==> src/rtl/mmsvf_pkg.sv <==
// Shared types, constants and the control store of the multimode state variable filter.
package mmsvf_pkg;

	// Default widths of the fixed-point formats
	localparam int SAMPLE_WIDTH_DEF = 24;
	localparam int COEF_WIDTH_DEF   = 32;
	localparam int STATE_WIDTH_DEF  = 40;

	// Coefficients carry this many integer bits, the rest are fraction
	localparam int COEF_INT_BITS = 8;

	// Configuration register file
	localparam int NUM_REGS  = 8;
	localparam int REG_IDX_W = 3;

	localparam logic [REG_IDX_W-1:0] REG_INPUT_GAIN = 3'd0;
	localparam logic [REG_IDX_W-1:0] REG_WARP_COEF  = 3'd1;
	localparam logic [REG_IDX_W-1:0] REG_NORM_COEF  = 3'd2;
	localparam logic [REG_IDX_W-1:0] REG_DAMP_COEF  = 3'd3;
	localparam logic [REG_IDX_W-1:0] REG_GAIN_HP    = 3'd4;
	localparam logic [REG_IDX_W-1:0] REG_GAIN_BP    = 3'd5;
	localparam logic [REG_IDX_W-1:0] REG_GAIN_LP    = 3'd6;
	localparam logic [REG_IDX_W-1:0] REG_GAIN_STATE = 3'd7;

	// Registers that come out of reset at 1.0 (input gain, norm, lowpass gain)
	localparam logic [NUM_REGS-1:0] REG_RESET_ONE = 8'b0100_0101;

	// Step counter
	localparam int STEP_W = 5;
	localparam logic [STEP_W-1:0] LAST_STEP = 5'd27;

	// Multiplier pass: each product is built from a low and a high half
	typedef enum logic [1:0] {
		MUL_NONE,
		MUL_LO,
		MUL_HI
	} mul_op_t;

	// Multiplier signal operand
	typedef enum logic [2:0] {
		SIG_IN,
		SIG_S1,
		SIG_S2,
		SIG_T,
		SIG_HP,
		SIG_BP,
		SIG_LP
	} sig_sel_t;

	// Operation on the multiplier result
	typedef enum logic [3:0] {
		ALU_NONE,
		ALU_SAVE,
		ALU_T,
		ALU_HP,
		ALU_BP,
		ALU_S1,
		ALU_LP,
		ALU_S2,
		ALU_ACC0,
		ALU_ACC,
		ALU_OUT
	} alu_op_t;

	// Sequencing of the step counter
	typedef enum logic [1:0] {
		SEQ_NEXT,
		SEQ_WAIT_IN,
		SEQ_LAST
	} seq_op_t;

	// One control word
	typedef struct packed {
		mul_op_t                mul;
		logic [REG_IDX_W-1:0]   coef_sel;
		sig_sel_t               sig;
		alu_op_t                alu;
		seq_op_t                seq;
	} ucode_t;

	// Control from the sequencer to the datapath
	typedef struct packed {
		logic   load;
		ucode_t uw;
	} dp_ctl_t;

	// Control into the multiplier
	typedef struct packed {
		logic issue;
		logic hi;
	} mul_ctl_t;

	function automatic ucode_t uw_make(input mul_op_t m, input logic [REG_IDX_W-1:0] c,
			input sig_sel_t s, input alu_op_t a, input seq_op_t q);
		ucode_t w;
		w.mul      = m;
		w.coef_sel = c;
		w.sig      = s;
		w.alu      = a;
		w.seq      = q;
		return w;
	endfunction

	// Microprogram; the ALU takes products from the multiplier result register.
	function automatic ucode_t ucode(input logic [STEP_W-1:0] step);
		ucode_t w;
		w = uw_make(MUL_NONE, REG_INPUT_GAIN, SIG_IN, ALU_NONE, SEQ_NEXT);
		unique case (step)
			5'd0:  w = uw_make(MUL_NONE, REG_INPUT_GAIN, SIG_IN, ALU_NONE, SEQ_WAIT_IN);
			// damping feedback on the old first state
			5'd1:  w = uw_make(MUL_LO, REG_DAMP_COEF, SIG_S1, ALU_NONE, SEQ_NEXT);
			5'd2:  w = uw_make(MUL_HI, REG_DAMP_COEF, SIG_S1, ALU_NONE, SEQ_NEXT);
			// input scaling
			5'd3:  w = uw_make(MUL_LO, REG_INPUT_GAIN, SIG_IN, ALU_NONE, SEQ_NEXT);
			5'd4:  w = uw_make(MUL_HI, REG_INPUT_GAIN, SIG_IN, ALU_NONE, SEQ_NEXT);
			// state tap on the old first state; keep damping term
			5'd5:  w = uw_make(MUL_LO, REG_GAIN_STATE, SIG_S1, ALU_SAVE, SEQ_NEXT);
			5'd6:  w = uw_make(MUL_HI, REG_GAIN_STATE, SIG_S1, ALU_NONE, SEQ_NEXT);
			5'd7:  w = uw_make(MUL_NONE, REG_INPUT_GAIN, SIG_IN, ALU_T, SEQ_NEXT);
			// highpass normalisation; start output sum with the state tap
			5'd8:  w = uw_make(MUL_LO, REG_NORM_COEF, SIG_T, ALU_NONE, SEQ_NEXT);
			5'd9:  w = uw_make(MUL_HI, REG_NORM_COEF, SIG_T, ALU_ACC0, SEQ_NEXT);
			5'd10, 5'd11, 5'd25, 5'd26:
				w = uw_make(MUL_NONE, REG_INPUT_GAIN, SIG_IN, ALU_NONE, SEQ_NEXT);
			5'd12: w = uw_make(MUL_NONE, REG_INPUT_GAIN, SIG_IN, ALU_HP, SEQ_NEXT);
			// first integrator and highpass output weight
			5'd13: w = uw_make(MUL_LO, REG_WARP_COEF, SIG_HP, ALU_NONE, SEQ_NEXT);
			5'd14: w = uw_make(MUL_HI, REG_WARP_COEF, SIG_HP, ALU_NONE, SEQ_NEXT);
			5'd15: w = uw_make(MUL_LO, REG_GAIN_HP, SIG_HP, ALU_NONE, SEQ_NEXT);
			5'd16: w = uw_make(MUL_HI, REG_GAIN_HP, SIG_HP, ALU_NONE, SEQ_NEXT);
			5'd17: w = uw_make(MUL_NONE, REG_INPUT_GAIN, SIG_IN, ALU_BP, SEQ_NEXT);
			// second integrator, first state update
			5'd18: w = uw_make(MUL_LO, REG_WARP_COEF, SIG_BP, ALU_S1, SEQ_NEXT);
			5'd19: w = uw_make(MUL_HI, REG_WARP_COEF, SIG_BP, ALU_ACC, SEQ_NEXT);
			5'd20: w = uw_make(MUL_LO, REG_GAIN_BP, SIG_BP, ALU_NONE, SEQ_NEXT);
			5'd21: w = uw_make(MUL_HI, REG_GAIN_BP, SIG_BP, ALU_NONE, SEQ_NEXT);
			5'd22: w = uw_make(MUL_NONE, REG_INPUT_GAIN, SIG_IN, ALU_LP, SEQ_NEXT);
			// lowpass output weight, second state update
			5'd23: w = uw_make(MUL_LO, REG_GAIN_LP, SIG_LP, ALU_S2, SEQ_NEXT);
			5'd24: w = uw_make(MUL_HI, REG_GAIN_LP, SIG_LP, ALU_ACC, SEQ_NEXT);
			5'd27: w = uw_make(MUL_NONE, REG_INPUT_GAIN, SIG_IN, ALU_OUT, SEQ_LAST);
			default: w = uw_make(MUL_NONE, REG_INPUT_GAIN, SIG_IN, ALU_NONE, SEQ_LAST);
		endcase
		return w;
	endfunction

endpackage

==> src/rtl/multimode_state_variable_filter.sv <==
// Top level of the multimode state variable filter: configuration registers and the two units.
//
//  channel  signals                                  width          direction
//  in       in_valid, in_ready, sample_in            SAMPLE_WIDTH   into block
//  out      out_valid, out_ready, sample_out         SAMPLE_WIDTH   out of block
//  cfg      cfg_valid, cfg_ready, cfg_index,         3 / COEF_WIDTH into block
//           cfg_data
//
// A sample is taken at the first microcode step and then runs through the remaining steps, whose
// order is set by the chain of dependent products through the single shared multiplier (each
// product built from a low and a high half, accumulated and then rounded).
// Reset clears both integrator states and loads the coefficient defaults; no clearing pass.
// A new input beat is taken only while the sequencer sits at its first step; the result waits
// in the output register, and the sequencer holds at its last step while that register is full and not taken.
// cfg_ready is always high; writes are meant to happen while the block is idle.
module multimode_state_variable_filter #(
	parameter int SAMPLE_WIDTH = mmsvf_pkg::SAMPLE_WIDTH_DEF,
	parameter int COEF_WIDTH   = mmsvf_pkg::COEF_WIDTH_DEF,
	parameter int STATE_WIDTH  = mmsvf_pkg::STATE_WIDTH_DEF
) (
	input  logic                                clk,
	input  logic                                arst_n,
	input  logic                                in_valid,
	output logic                                in_ready,
	input  logic signed [SAMPLE_WIDTH-1:0]      sample_in,
	output logic                                out_valid,
	input  logic                                out_ready,
	output logic signed [SAMPLE_WIDTH-1:0]      sample_out,
	input  logic                                cfg_valid,
	output logic                                cfg_ready,
	input  logic [mmsvf_pkg::REG_IDX_W-1:0]     cfg_index,
	input  logic signed [COEF_WIDTH-1:0]        cfg_data
);

	localparam logic [COEF_WIDTH-1:0] COEF_ONE = {{(mmsvf_pkg::COEF_INT_BITS-1){1'b0}}, 1'b1,
		{(COEF_WIDTH-mmsvf_pkg::COEF_INT_BITS){1'b0}}};

	logic signed [COEF_WIDTH-1:0] coef_q [mmsvf_pkg::NUM_REGS];
	logic signed [COEF_WIDTH-1:0] coef;
	mmsvf_pkg::dp_ctl_t           ctl;

	// Coefficient registers
	always_ff @(posedge clk or negedge arst_n) begin
		if (!arst_n) begin
			for (int i = 0; i < mmsvf_pkg::NUM_REGS; i++)
				coef_q[i] <= mmsvf_pkg::REG_RESET_ONE[i] ? COEF_ONE : '0;
		end else if (cfg_valid) begin
			coef_q[cfg_index] <= cfg_data;
		end
	end

	assign cfg_ready = 1'b1;

	// Coefficient for the current multiplier pass
	assign coef = coef_q[ctl.uw.coef_sel];

	mmsvf_seq u_seq (
		.clk       (clk),
		.arst_n    (arst_n),
		.in_valid  (in_valid),
		.in_ready  (in_ready),
		.out_valid (out_valid),
		.out_ready (out_ready),
		.ctl       (ctl)
	);

	mmsvf_dp #(
		.SAMPLE_WIDTH (SAMPLE_WIDTH),
		.COEF_WIDTH   (COEF_WIDTH),
		.STATE_WIDTH  (STATE_WIDTH)
	) u_dp (
		.clk        (clk),
		.arst_n     (arst_n),
		.ctl        (ctl),
		.coef       (coef),
		.sample_in  (sample_in),
		.sample_out (sample_out)
	);

endmodule

==> src/rtl/mmsvf_mul.sv <==
// Coefficient multiplier in halves with round-half-away and state-width saturation.
module mmsvf_mul #(
	parameter int COEF_WIDTH  = mmsvf_pkg::COEF_WIDTH_DEF,
	parameter int STATE_WIDTH = mmsvf_pkg::STATE_WIDTH_DEF
) (
	input  logic                          clk,
	input  logic                          arst_n,
	input  mmsvf_pkg::mul_ctl_t           ctl,
	input  logic signed [COEF_WIDTH-1:0]  coef,
	input  logic signed [STATE_WIDTH-1:0] sig,
	output logic signed [STATE_WIDTH-1:0] res
);

	localparam int FRAC = COEF_WIDTH - mmsvf_pkg::COEF_INT_BITS;
	localparam int LO_W = (STATE_WIDTH + 1) / 2;
	localparam int HI_W = STATE_WIDTH - LO_W;
	localparam int OPW  = LO_W + 1;
	localparam int PP_W = COEF_WIDTH + OPW;
	localparam int P_W  = COEF_WIDTH + STATE_WIDTH;
	localparam int QW   = P_W - FRAC;
	localparam logic [P_W-1:0] HALF = {{(P_W-FRAC){1'b0}}, 1'b1, {(FRAC-1){1'b0}}};

	logic signed [HI_W-1:0]        sig_hi;
	logic signed [OPW-1:0]         op;
	logic signed [PP_W-1:0]        coef_ext;
	logic signed [PP_W-1:0]        op_ext;
	logic signed [PP_W-1:0]        pp_d;
	logic signed [PP_W-1:0]        pp_s1;
	logic                          pp_v_s1;
	logic                          pp_hi_s1;
	logic signed [P_W-1:0]         pp_ext;
	logic signed [P_W-1:0]         acc_s2;
	logic [P_W-1:0]                rnd;
	logic signed [QW-1:0]          quo;
	logic                          ovf;
	logic signed [STATE_WIDTH-1:0] res_s3;

	// Half select: low half unsigned, high half signed
	assign sig_hi   = sig[STATE_WIDTH-1:LO_W];
	assign op       = ctl.hi ? OPW'(sig_hi) : {1'b0, sig[LO_W-1:0]};
	assign coef_ext = PP_W'(coef);
	assign op_ext   = PP_W'(op);
	assign pp_d     = coef_ext * op_ext;

	// Partial product stage
	always_ff @(posedge clk or negedge arst_n) begin
		if (!arst_n) begin
			pp_v_s1  <= 1'b0;
			pp_hi_s1 <= 1'b0;
		end else begin
			pp_v_s1  <= ctl.issue;
			pp_hi_s1 <= ctl.hi;
		end
	end

	always_ff @(posedge clk) begin
		pp_s1 <= pp_d;
	end

	// Accumulate: low half loads, high half adds shifted
	assign pp_ext = P_W'(pp_s1);

	always_ff @(posedge clk) begin
		if (pp_v_s1) begin
			if (pp_hi_s1)
				acc_s2 <= acc_s2 + (pp_ext <<< LO_W);
			else
				acc_s2 <= pp_ext;
		end
	end

	// Round to nearest, ties away from zero, then drop the fraction
	assign rnd = acc_s2 + HALF - {{(P_W-1){1'b0}}, acc_s2[P_W-1]};
	assign quo = rnd[P_W-1:FRAC];
	assign ovf = (quo[QW-1:STATE_WIDTH-1] != {(QW-STATE_WIDTH+1){quo[QW-1]}});

	always_ff @(posedge clk) begin
		if (ovf)
			res_s3 <= {quo[QW-1], {(STATE_WIDTH-1){~quo[QW-1]}}};
		else
			res_s3 <= quo[STATE_WIDTH-1:0];
	end

	assign res = res_s3;

endmodule

==> src/rtl/mmsvf_seq.sv <==
// Microcode sequencer: step counter, control store and the channel handshakes.
module mmsvf_seq (
	input  logic                clk,
	input  logic                arst_n,
	input  logic                in_valid,
	output logic                in_ready,
	output logic                out_valid,
	input  logic                out_ready,
	output mmsvf_pkg::dp_ctl_t  ctl
);

	logic [mmsvf_pkg::STEP_W-1:0] step_q;
	logic [mmsvf_pkg::STEP_W-1:0] step_d;
	logic                         out_valid_q;
	logic                         out_valid_d;
	logic                         stall;
	mmsvf_pkg::ucode_t            word;

	// Decode the current word and pick the next step
	always_comb begin
		word     = mmsvf_pkg::ucode(step_q);
		step_d   = step_q;
		stall    = 1'b0;
		in_ready = 1'b0;
		ctl.load = 1'b0;
		unique case (word.seq)
			mmsvf_pkg::SEQ_WAIT_IN: begin
				in_ready = 1'b1;
				if (in_valid) begin
					ctl.load = 1'b1;
					step_d   = step_q + 1'b1;
				end else begin
					stall = 1'b1;
				end
			end
			mmsvf_pkg::SEQ_NEXT: begin
				step_d = step_q + 1'b1;
			end
			mmsvf_pkg::SEQ_LAST: begin
				// hold until the output register is free
				if (out_valid_q && !out_ready)
					stall = 1'b1;
				else
					step_d = '0;
			end
			default: begin
				step_d = '0;
			end
		endcase
		ctl.uw = word;
		if (stall) begin
			ctl.uw.mul = mmsvf_pkg::MUL_NONE;
			ctl.uw.alu = mmsvf_pkg::ALU_NONE;
		end
		out_valid_d = (out_valid_q && !out_ready) || (ctl.uw.alu == mmsvf_pkg::ALU_OUT);
	end

	always_ff @(posedge clk or negedge arst_n) begin
		if (!arst_n) begin
			step_q      <= '0;
			out_valid_q <= 1'b0;
		end else begin
			step_q      <= step_d;
			out_valid_q <= out_valid_d;
		end
	end

	assign out_valid = out_valid_q;

`ifndef ASSERT_OFF
	a_accept_starts: assert property (@(posedge clk) disable iff (!arst_n)
		(in_valid && in_ready) |=> (step_q == 5'd1))
		else $error("sequencer did not start after an input beat");
	a_out_from_last: assert property (@(posedge clk) disable iff (!arst_n)
		$rose(out_valid) |-> ($past(step_q) == mmsvf_pkg::LAST_STEP))
		else $error("result beat raised outside the last step");
	a_blocked_quiet: assert property (@(posedge clk) disable iff (!arst_n)
		(step_q == mmsvf_pkg::LAST_STEP && out_valid && !out_ready)
		|-> (ctl.uw.alu == mmsvf_pkg::ALU_NONE && ctl.uw.mul == mmsvf_pkg::MUL_NONE))
		else $error("datapath active while the output is blocked");
	a_step_range: assert property (@(posedge clk) disable iff (!arst_n)
		step_q <= mmsvf_pkg::LAST_STEP)
		else $error("step counter past the end of the program");
`endif

endmodule

==> src/rtl/mmsvf_dp.sv <==
// Filter datapath: operand selection, shared multiplier, saturating adder and filter state.
module mmsvf_dp #(
	parameter int SAMPLE_WIDTH = mmsvf_pkg::SAMPLE_WIDTH_DEF,
	parameter int COEF_WIDTH   = mmsvf_pkg::COEF_WIDTH_DEF,
	parameter int STATE_WIDTH  = mmsvf_pkg::STATE_WIDTH_DEF
) (
	input  logic                           clk,
	input  logic                           arst_n,
	input  mmsvf_pkg::dp_ctl_t             ctl,
	input  logic signed [COEF_WIDTH-1:0]   coef,
	input  logic signed [SAMPLE_WIDTH-1:0] sample_in,
	output logic signed [SAMPLE_WIDTH-1:0] sample_out
);

	localparam int AW = STATE_WIDTH + 2;

	logic signed [SAMPLE_WIDTH-1:0] in_q;
	logic signed [STATE_WIDTH-1:0]  s1_q;
	logic signed [STATE_WIDTH-1:0]  s2_q;
	logic signed [STATE_WIDTH-1:0]  t_q;
	logic signed [STATE_WIDTH-1:0]  hp_q;
	logic signed [STATE_WIDTH-1:0]  bp_q;
	logic signed [STATE_WIDTH-1:0]  lp_q;
	logic signed [STATE_WIDTH-1:0]  tmp_q;
	logic signed [AW-1:0]           yacc_q;
	logic signed [SAMPLE_WIDTH-1:0] out_q;
	logic signed [STATE_WIDTH-1:0]  sig;
	logic signed [STATE_WIDTH-1:0]  res;
	logic signed [AW-1:0]           res_ext;
	logic signed [AW-1:0]           opa;
	logic signed [AW-1:0]           opb;
	logic signed [AW-1:0]           opc;
	logic signed [AW-1:0]           sum;
	logic signed [STATE_WIDTH-1:0]  sum_sat;
	logic signed [AW-1:0]           yfin;
	mmsvf_pkg::mul_ctl_t            mul_ctl;

	function automatic logic signed [STATE_WIDTH-1:0] sat_state(input logic signed [AW-1:0] v);
		logic ok;
		ok = (v[AW-1:STATE_WIDTH-1] == {(AW-STATE_WIDTH+1){v[AW-1]}});
		return ok ? v[STATE_WIDTH-1:0] : {v[AW-1], {(STATE_WIDTH-1){~v[AW-1]}}};
	endfunction

	function automatic logic signed [SAMPLE_WIDTH-1:0] sat_out(input logic signed [AW-1:0] v);
		logic ok;
		ok = (v[AW-1:SAMPLE_WIDTH-1] == {(AW-SAMPLE_WIDTH+1){v[AW-1]}});
		return ok ? v[SAMPLE_WIDTH-1:0] : {v[AW-1], {(SAMPLE_WIDTH-1){~v[AW-1]}}};
	endfunction

	// Multiplier signal operand
	always_comb begin
		case (ctl.uw.sig)
			mmsvf_pkg::SIG_IN: sig = STATE_WIDTH'(in_q);
			mmsvf_pkg::SIG_S1: sig = s1_q;
			mmsvf_pkg::SIG_S2: sig = s2_q;
			mmsvf_pkg::SIG_T:  sig = t_q;
			mmsvf_pkg::SIG_HP: sig = hp_q;
			mmsvf_pkg::SIG_BP: sig = bp_q;
			mmsvf_pkg::SIG_LP: sig = lp_q;
			default:           sig = '0;
		endcase
	end

	assign mul_ctl.issue = (ctl.uw.mul != mmsvf_pkg::MUL_NONE);
	assign mul_ctl.hi    = (ctl.uw.mul == mmsvf_pkg::MUL_HI);

	mmsvf_mul #(
		.COEF_WIDTH  (COEF_WIDTH),
		.STATE_WIDTH (STATE_WIDTH)
	) u_mul (
		.clk    (clk),
		.arst_n (arst_n),
		.ctl    (mul_ctl),
		.coef   (coef),
		.sig    (sig),
		.res    (res)
	);

	// Shared three-input adder; highpass input takes two negated terms
	assign res_ext = AW'(res);

	always_comb begin
		opa = '0;
		opb = '0;
		opc = '0;
		case (ctl.uw.alu)
			mmsvf_pkg::ALU_T: begin
				opa = res_ext;
				opb = -AW'(tmp_q);
				opc = -AW'(s2_q);
			end
			mmsvf_pkg::ALU_BP: begin
				opa = res_ext;
				opb = AW'(s1_q);
			end
			mmsvf_pkg::ALU_S1: begin
				opa = AW'(tmp_q);
				opb = AW'(bp_q);
			end
			mmsvf_pkg::ALU_LP: begin
				opa = res_ext;
				opb = AW'(s2_q);
			end
			mmsvf_pkg::ALU_S2: begin
				opa = AW'(tmp_q);
				opb = AW'(lp_q);
			end
			default: begin
				opa = '0;
			end
		endcase
	end

	assign sum     = opa + opb + opc;
	assign sum_sat = sat_state(sum);
	assign yfin    = yacc_q + res_ext;

	// Integrator states
	always_ff @(posedge clk or negedge arst_n) begin
		if (!arst_n) begin
			s1_q <= '0;
			s2_q <= '0;
		end else begin
			if (ctl.uw.alu == mmsvf_pkg::ALU_S1)
				s1_q <= sum_sat;
			if (ctl.uw.alu == mmsvf_pkg::ALU_S2)
				s2_q <= sum_sat;
		end
	end

	// Working registers and output accumulation
	always_ff @(posedge clk) begin
		if (ctl.load)
			in_q <= sample_in;
		case (ctl.uw.alu)
			mmsvf_pkg::ALU_SAVE: tmp_q <= res;
			mmsvf_pkg::ALU_T:    t_q   <= sum_sat;
			mmsvf_pkg::ALU_HP:   hp_q  <= res;
			mmsvf_pkg::ALU_BP: begin
				tmp_q <= res;
				bp_q  <= sum_sat;
			end
			mmsvf_pkg::ALU_LP: begin
				tmp_q <= res;
				lp_q  <= sum_sat;
			end
			mmsvf_pkg::ALU_ACC0: yacc_q <= res_ext;
			mmsvf_pkg::ALU_ACC:  yacc_q <= yfin;
			mmsvf_pkg::ALU_OUT:  out_q  <= sat_out(yfin);
			default: begin
			end
		endcase
	end

	assign sample_out = out_q;

endmodule

==> config.mk <==
export PLATFORM = sky130hd
export DESIGN_NAME = multimode_state_variable_filter
export DESIGN_NICKNAME = d
export VERILOG_FILES = /design/src/rtl/mmsvf_pkg.sv /design/src/rtl/multimode_state_variable_filter.sv /design/src/rtl/mmsvf_mul.sv /design/src/rtl/mmsvf_seq.sv /design/src/rtl/mmsvf_dp.sv
export SDC_FILE = /design/constraint.sdc
export NUM_CORES = 2
export LEC_CHECK = 0
export BUFFER_PORTS_ARGS = -buffer_cell sky130_fd_sc_hd__buf_2
export CAP_MARGIN = 20
export CORE_MARGIN = 2
export CORE_UTILIZATION = 50
export CTS_CLUSTER_DIAMETER = 60
export CTS_CLUSTER_SIZE = 30
export DETAILED_ROUTE_END_ITERATION = 10
export PLACE_DENSITY = 0.7
export SYNTH_ARGS = -nofsm -noshare
export SYNTH_HDL_FRONTEND = slang
export SYNTH_SLANG_ARGS = --single-unit
==> constraint.sdc <==
create_clock -name clk -period 24.7 [get_ports clk]
set_input_delay 4.94 -clock clk [delete_from_list [all_inputs] [get_ports clk]]
set_output_delay 4.94 -clock clk [all_outputs]
set_load 0.02 [all_outputs]
Word-level counts from Yosys, hierarchy flattened
Memory sizes are Yosys's and may differ from the RTL's.
Index checks and enable logic that the tools add are counted.
{"block": "totals", "reg_bits": 799, "romBits": 448, "in_bits": 64, "output_inout_bits": 27, "word_cells": 107, "memories": 1}
{"memory": "(name not given)", "depth": 32, "word_bits": 14, "rd": 1, "rd_ports_with_merged_regs": 0, "wr": 0, "line": "mmsvf_pkg.sv:108", "rtl": "unique case (step)"}
{"block": "classes", "n_addsub": 9, "n_mul": 1, "order_cmp": 3, "n_eq_ne": 24, "muxes": 27, "bitwise_logic": 5, "reduce_logical": 12}
{"cell": "$pmux 40 s7", "n": 1}
{"cell": "$bwmux 256", "n": 1}
{"cell": "$pmux 42 s5", "n": 1}
{"cell": "$pmux 42 s2", "n": 2}
{"cell": "$bmux 32 s3", "n": 1}
{"cell": "$demux 32 s3", "n": 1}
{"cell": "$mux 32", "n": 3}
{"cell": "$add 42x42->42", "n": 2}
{"cell": "$neg 40->42", "n": 2}
{"cell": "$mux 40", "n": 2}
{"cell": "$add 72x24->72 const B", "n": 1}
{"cell": "$add 72x72->72", "n": 1}
{"cell": "$mux 72", "n": 1}
{"cell": "$sub 72x1->72", "n": 1}
{"cell": "$mul 32x21->53", "n": 1}
{"cell": "$add 42x40->42", "n": 1}
{"cell": "$mux 42", "n": 1}
{"cell": "$mux 24", "n": 1}
{"cell": "$mux 21", "n": 1}
{"cell": "$eq 18x18->1", "n": 1}
{"cell": "$eq 4x3->1 const B", "n": 4}
{"cell": "$pmux 5 s3", "n": 1}
{"cell": "$eq 4x4->1 const B", "n": 3}
{"cell": "$mux 5", "n": 2}
{"cell": "other kinds (28)", "n": 45}

Depth between registers and ports, before layout
{"block": "depth", "word_depth": 12, "depth_mapped": 42, "ltp_nobuf": 39}

Hierarchy
From an unflattened synthesis, not the netlist that was laid out.
{"block": "hier_totals", "hier_cells": 7198, "area_unflattened_um2": 71866.4}
{"module": "mmsvf_mul", "n_inst": 1, "cells_each": 3933, "area_each_um2": 35188.7, "seq_area_each_um2": 4073.9}
{"module": "mmsvf_dp", "n_inst": 1, "cells_each": 2490, "area_each_um2": 24179.4, "seq_area_each_um2": 10710.3}
{"module": "multimode_state_variable_filter", "n_inst": 1, "cells_each": 667, "area_each_um2": 11654.9, "seq_area_each_um2": 6409.9}
{"module": "mmsvf_seq", "n_inst": 1, "cells_each": 108, "area_each_um2": 843.3, "seq_area_each_um2": 150.1}

Worst setup path after synthesis
No wires, ideal clock.
{"block": "synth_timing", "kind": "input port to flip-flop", "start": "in out_ready", "end": "reg u_dp.u_mul.pp_s1[49]", "setup_time_ns": 0.072, "t_arrival_ns": 13.351, "t_required_ns": 24.628, "setup_slack_ns": 11.278, "stages": 35, "path_buffers": 4, "cell_sequence": "nand2b_1 -> o32a_1 -> o311a_1 -> nor2b_1 -> clkbuf_1 -> a21boi_1 -> clkbuf_1 -> o21ai_0 -> o21ai_0 -> clkbuf_1 -> nor2_1 -> fa_1 -> inv_1 -> fa_1 -> fa_1 -> inv_1 -> fa_1 -> fa_1 -> fa_1 -> inv_1 -> fa_1 -> inv_1 -> ha_1 -> clkbuf_1 -> a21oi_1 -> nor2_1 -> nor2_1 -> a221o_1 -> a2111oi_0 -> o21ai_0 -> a21oi_1 -> o211ai_1 -> o31a_1 -> nor3_1 -> xor2_1"}
{"block": "synth_via", "elab_chain_len": 8}
{"item": "start, declared", "line": "multimode_state_variable_filter.sv:27", "rtl": "input logic out_ready,"}
{"item": "$logic_not 1->1", "line": "mmsvf_seq.sv:41", "rtl": "if (out_valid_q && !out_ready)"}
{"item": "$logic_and 1x1->1", "line": "mmsvf_seq.sv:41"}
{"item": "$mux 1", "line": "mmsvf_seq.sv:41"}
{"item": "$pmux 1 s2", "line": "mmsvf_seq.sv:26", "rtl": "unique case (word.seq)"}
{"item": "$mux 2", "line": "mmsvf_seq.sv:51", "rtl": "if (stall) begin"}
{"item": "$eq 2x2->1", "line": "mmsvf_dp.sv:65", "rtl": "assign mul_ctl.hi = (ctl.uw.mul == mmsvf_pkg::MUL_HI);"}
{"item": "$mux 21", "line": "mmsvf_mul.sv:40", "rtl": "assign op = ctl.hi ? OPW'(sig_hi) : {1'b0, sig[LO_W-1:0]};"}
{"item": "$mul 32x21->53", "line": "mmsvf_mul.sv:43", "rtl": "assign pp_d = coef_ext * op_ext;"}
{"item": "via u_dp.u_mul.pp_d[49]", "line": "mmsvf_mul.sv:27", "rtl": "logic signed [PP_W-1:0] pp_d;"}
{"item": "end signal, assigned", "line": "mmsvf_mul.sv:57", "rtl": "pp_s1 <= pp_d;"}
{"item": "end, declared", "line": "mmsvf_mul.sv:28", "rtl": "logic signed [PP_W-1:0] pp_s1;"}
The timed path passes the listed nets, and every way through them passes these cells.
A chain may end at the register's enable or synchronous reset.

Worst setup path in the final report
Same ends and word-level chain as after synthesis.

==> PnR_summary.wiki <==
{| class="wikitable"
! Metric !! Value
|-
| Outcome || finished, final reports clean
|-
| Remaining Overflow, GRT || 0
|-
| Final weighted congestion in routability-driven placement || around 0.97
|-
| Cell occurring most often along the worst timing path || fa_1
|-
| Number of nets produced by synthesis || approximately 8800
|-
| Sort of element at the start of the critical path || primary input
|-
| Residual DRC count || 0
|-
| Hold path cells || 1
|-
| # IOs || just over 90
|-
| Global router's overall resource usage || about 30%
|-
| Largest net degree at the start of global routing || 100
|-
| Average via count per standard cell || about 6.0
|-
| First drt pass iteration count || 8
|-
| DP Wirelength || ~160000 µm
|-
| Full die area || 147300 µm²
|-
| Worst Path Buf+Inv || 5
|-
| Largest delay share family, worst path || adder cells
|-
| Setup repair after global routing missed its margin || false
|-
| Critical Path Sink Type || flip-flop
|-
| Number of buffers added on ports || between 80 and 90
|-
| Area Growth Syn to Fin || 8.203%
|-
| Count of unique library cells instantiated by Yosys || 94
|-
| Clock buffers created by TritonCTS || 86
|-
| Per-cell routed wire length || approximately 23 µm
|-
| Min Hold Slack || 506.6 ps
|-
| Most common cell after layout, fill and taps aside || nand2_1
|-
| Final Net Count || approximately 8700
|-
| Post-Layout Inst Area || 78050 µm²
|-
| Instance count of the mapped netlist || 7681
|-
| Buffer cell driving the clock tree root || clkbuf_16
|-
| Yosys warnings || 0
|-
| Most used flip-flop cell after synthesis || edfxtp_1
|-
| Post-synthesis instance area || ~70000 µm²
|-
| Number of global-route vias before repair || roughly 60000
|-
| Mean cell area of the mapped netlist || roughly 9.4 µm²
|-
| Sequential share of the synthesized area || between 20% and 30%
|-
| Residual antenna-violating net count after detailed routing || 0
|-
| Count of state elements after synthesis || about 800
|-
| Clock transition at the registers of the reported paths || approximately 70 ps
|-
| Number of cells on the worst reg-to-reg path || 34
|-
| Final min period || around 14000 ps
|-
| Max Slew Vio Count || 0
|-
| Tcrit/Tclk final || around 57%
|-
| Global-route wire length before repair || roughly 340000 µm
|-
| Clock tree from TritonCTS || yes
|-
| Startpoint of the most critical hold path || coef_q[91]
|-
| Classification of the worst-slack hold path || flip-flop to flip-flop
|-
| Largest incremental delay on the critical path || 720 ps
|-
| Standard cell core area || between 100000 and 150000 µm²
|-
| Effective utilization at floorplan || 50.27%
|-
| Worst clock skew on the final layout || 56.83 ps
|-
| Largest driver fanout on the critical path || 33
|-
| Critical register-to-register path startpoint || u_seq.step_q[1]
|-
| Max-capacitance violation count || 0
|-
| Htree depth || 3
|-
| End point of the worst hold path || coef_q[91]
|-
| Antenna violations before repair || 4
|-
| DIE WIDTH || around 380 µm
|-
| Routed wire length || 219300 µm
|-
| Maximum frequency from static timing analysis || 0.07110 GHz
|-
| Data arrival time of the critical path || 14700 ps
|-
| Type of the worst setup path || primary input to flip-flop
|-
| Cell type of the slowest stage on the worst timing path || or3_2
|-
| Number of inserted filler cells in the final layout || about 13000
|-
| Setup slack, reg-to-reg || roughly 13000 ps
|-
| Max-Slew Margin vs Limit || between 20 and 30%
|-
| Finish-stage setup viols || 0
|-
| Violation count after the first detailed-routing iteration || roughly 6000
|-
| Worst slew pin tran || between 1000 and 1500 ps
|-
| Clock Path Buffers || 3
|-
| Fraction of layout instances using a drive strength above 1 || a little under an eighth
|-
| Sinks on the clock net || between 700 and 800
|-
| Post-CTS Setup Inserts || 0
|-
| Most frequent cells in the layout || 1084 x nand2_1, 1055 x inv_1, 713 x fa_1
|-
| Reg2reg end || u_dp.u_mul.pp_s1[49]
|-
| Cell area after placement || ~75000 µm²
|-
| EDFF count, synth || roughly 360
|-
| PostCTS Resize Cnt || 0
|-
| Via count || about 58000
|-
| Clock latency on the worst-skew pair || around 730 ps
|-
| Count of hold-fix buffers inserted at cts || 0
|-
| FP Rows || roughly 140
|-
| Vertical die dimension || about 380 µm
|-
| Final count of hold timing violations || 0
|-
| Required time worst endpoint || approximately 25000 ps
|-
| Fraction of registers with async set/reset || between 40% and 50%
|-
| Final total negative setup slack || 0 ps
|}
flip-flops by register name, summed over array words and instances (netlist names):
| name | flops |
|---|---|
| coef_q | 256 |
| u_dp.bp_q | 40 |
| u_dp.hp_q | 40 |
| u_dp.in_q | 24 |
| u_dp.lp_q | 40 |
| u_dp.s1_q | 40 |
| u_dp.s2_q | 40 |
| u_dp.sample_out | 24 |
| u_dp.t_q | 40 |
| u_dp.tmp_q | 40 |
| u_dp.u_mul.acc_s2 | 72 |
| u_dp.u_mul.pp_hi_s1 | 1 |
| u_dp.u_mul.pp_s1 | 53 |
| u_dp.u_mul.pp_v_s1 | 1 |
| u_dp.u_mul.res | 40 |
| u_dp.yacc_q | 42 |
| u_seq.out_valid | 1 |
| u_seq.step_q | 5 |
area by class of cell:
cell class              instances  area [µm²]  share of cell area [%]
repair buffers                225        1484                   1.901
diodes                          1       2.502                0.003206
multi-input cells            5449       45680                   58.52
clock buffers                  90        2220                   2.844
well taps                    1903        2381                   3.051
inverters                    1059        3978                   5.096
flip-flops and latches        799       21350                   27.35
clock inverters                72       963.4                   1.234
kinds of logic (layout without fill, tap and decap cells):
kind of cell | after synthesis | in the layout | share of synthesized area [%]
and+or+nand+nor | 2293 | 2293 | 14.41
buffers and inverters | 1433 | 1446 | 7.531
AOI/OAI and AO/OA | 1378 | 1378 | 12.36
adders and majority gates | 1058 | 1058 | 25.77
DFF | 799 | 799 | 29.59
muxes | 447 | 447 | 7.001
xor gates and xnor gates | 272 | 272 | 3.332
other | 1 | 2 | 0.005199
metal layers:
metal	routed length, µm	up-vias	track usage [%]	share of wire [%]
li1	-	25630	-	-
met4	13810	4	15.87	6.3
met2	100000	2817	48.22	46
met5	23	-	0	0.010
met1	85950	28570	38.29	39
met3	19460	675	5.613	8.9
cells in the mapped netlist, types with 13 or more instances:
| master | number | area share, % |
|---|---|---|
| nor2b_1 | 146 | 1.3 |
| a21o_1 | 139 | 1.4 |
| o21ai_0 | 346 | 2.4 |
| a31o_2 | 13 | 0.16 |
| a22oi_1 | 75 | 0.78 |
| a2111oi_0 | 13 | 0.16 |
| dfxtp_1 | 93 | 2.6 |
| a31oi_1 | 29 | 0.25 |
| or2_2 | 24 | 0.21 |
| buf_1 | 31 | 0.16 |
| a211oi_1 | 44 | 0.46 |
| and2_1 | 42 | 0.36 |
| nand3_1 | 223 | 1.5 |
| edfxtp_1 | 362 | 15 |
| mux2i_1 | 86 | 1.2 |
| mux2_2 | 350 | 5.5 |
| nand4_1 | 42 | 0.36 |
| a21oi_1 | 355 | 2.5 |
| dfrtp_1 | 341 | 12 |
| xor2_1 | 91 | 1.1 |
| o31ai_1 | 14 | 0.15 |
| o21bai_1 | 33 | 0.34 |
| or4_1 | 14 | 0.15 |
| or3_1 | 45 | 0.39 |
| o211ai_1 | 39 | 0.41 |
| and3_1 | 24 | 0.21 |
| buf_2 | 13 | 0.090 |
| nand2_1 | 1086 | 5.7 |
| a222oi_1 | 37 | 0.51 |
| nor4_1 | 30 | 0.26 |
| fa_1 | 713 | 20 |
| clkbuf_1 | 323 | 1.7 |
| a311oi_1 | 13 | 0.16 |
| nand2b_1 | 90 | 0.78 |
| ha_1 | 345 | 6.0 |
| nor3_1 | 77 | 0.53 |
| xnor2_1 | 179 | 2.2 |
| a221oi_1 | 37 | 0.45 |
| nor2_1 | 398 | 2.1 |
| o21a_1 | 50 | 0.52 |
| inv_1 | 1056 | 5.5 |
worst max path at each step:
stage,start,end,cells after the start
final,out_ready,u_dp.u_mul.pp_s1[49],33
after global routing,out_ready,u_dp.u_mul.pp_s1[48],40
after CTS,out_ready,u_dp.u_mul.pp_s1[48],40
after detailed placement,out_ready,u_dp.u_mul.pp_s1[48],40
after global placement,out_ready,u_dp.u_mul.pp_s1[48],39
after floorplan,out_ready,u_dp.u_mul.pp_s1[49],35
metrics by stage:
| stage | instances | setup WS [ps] | util [%] |
|---|---|---|---|
| 2_1_floorplan | 7681 | 11280 | - |
| 3_3_place_gp | 9432 | 9472 | 52.16 |
| 3_5_place_dp | 9433 | 10020 | 52.16 |
| 4_1_cts | 9595 | 10720 | 54.38 |
| 5_1_grt | 9598 | 9960 | 54.40 |
| 6_report | 9598 | 10640 | 54.40 |
Power is not shown: default switching activity piles up to over one toggle a cycle in this logic, so the estimate is an artifact.
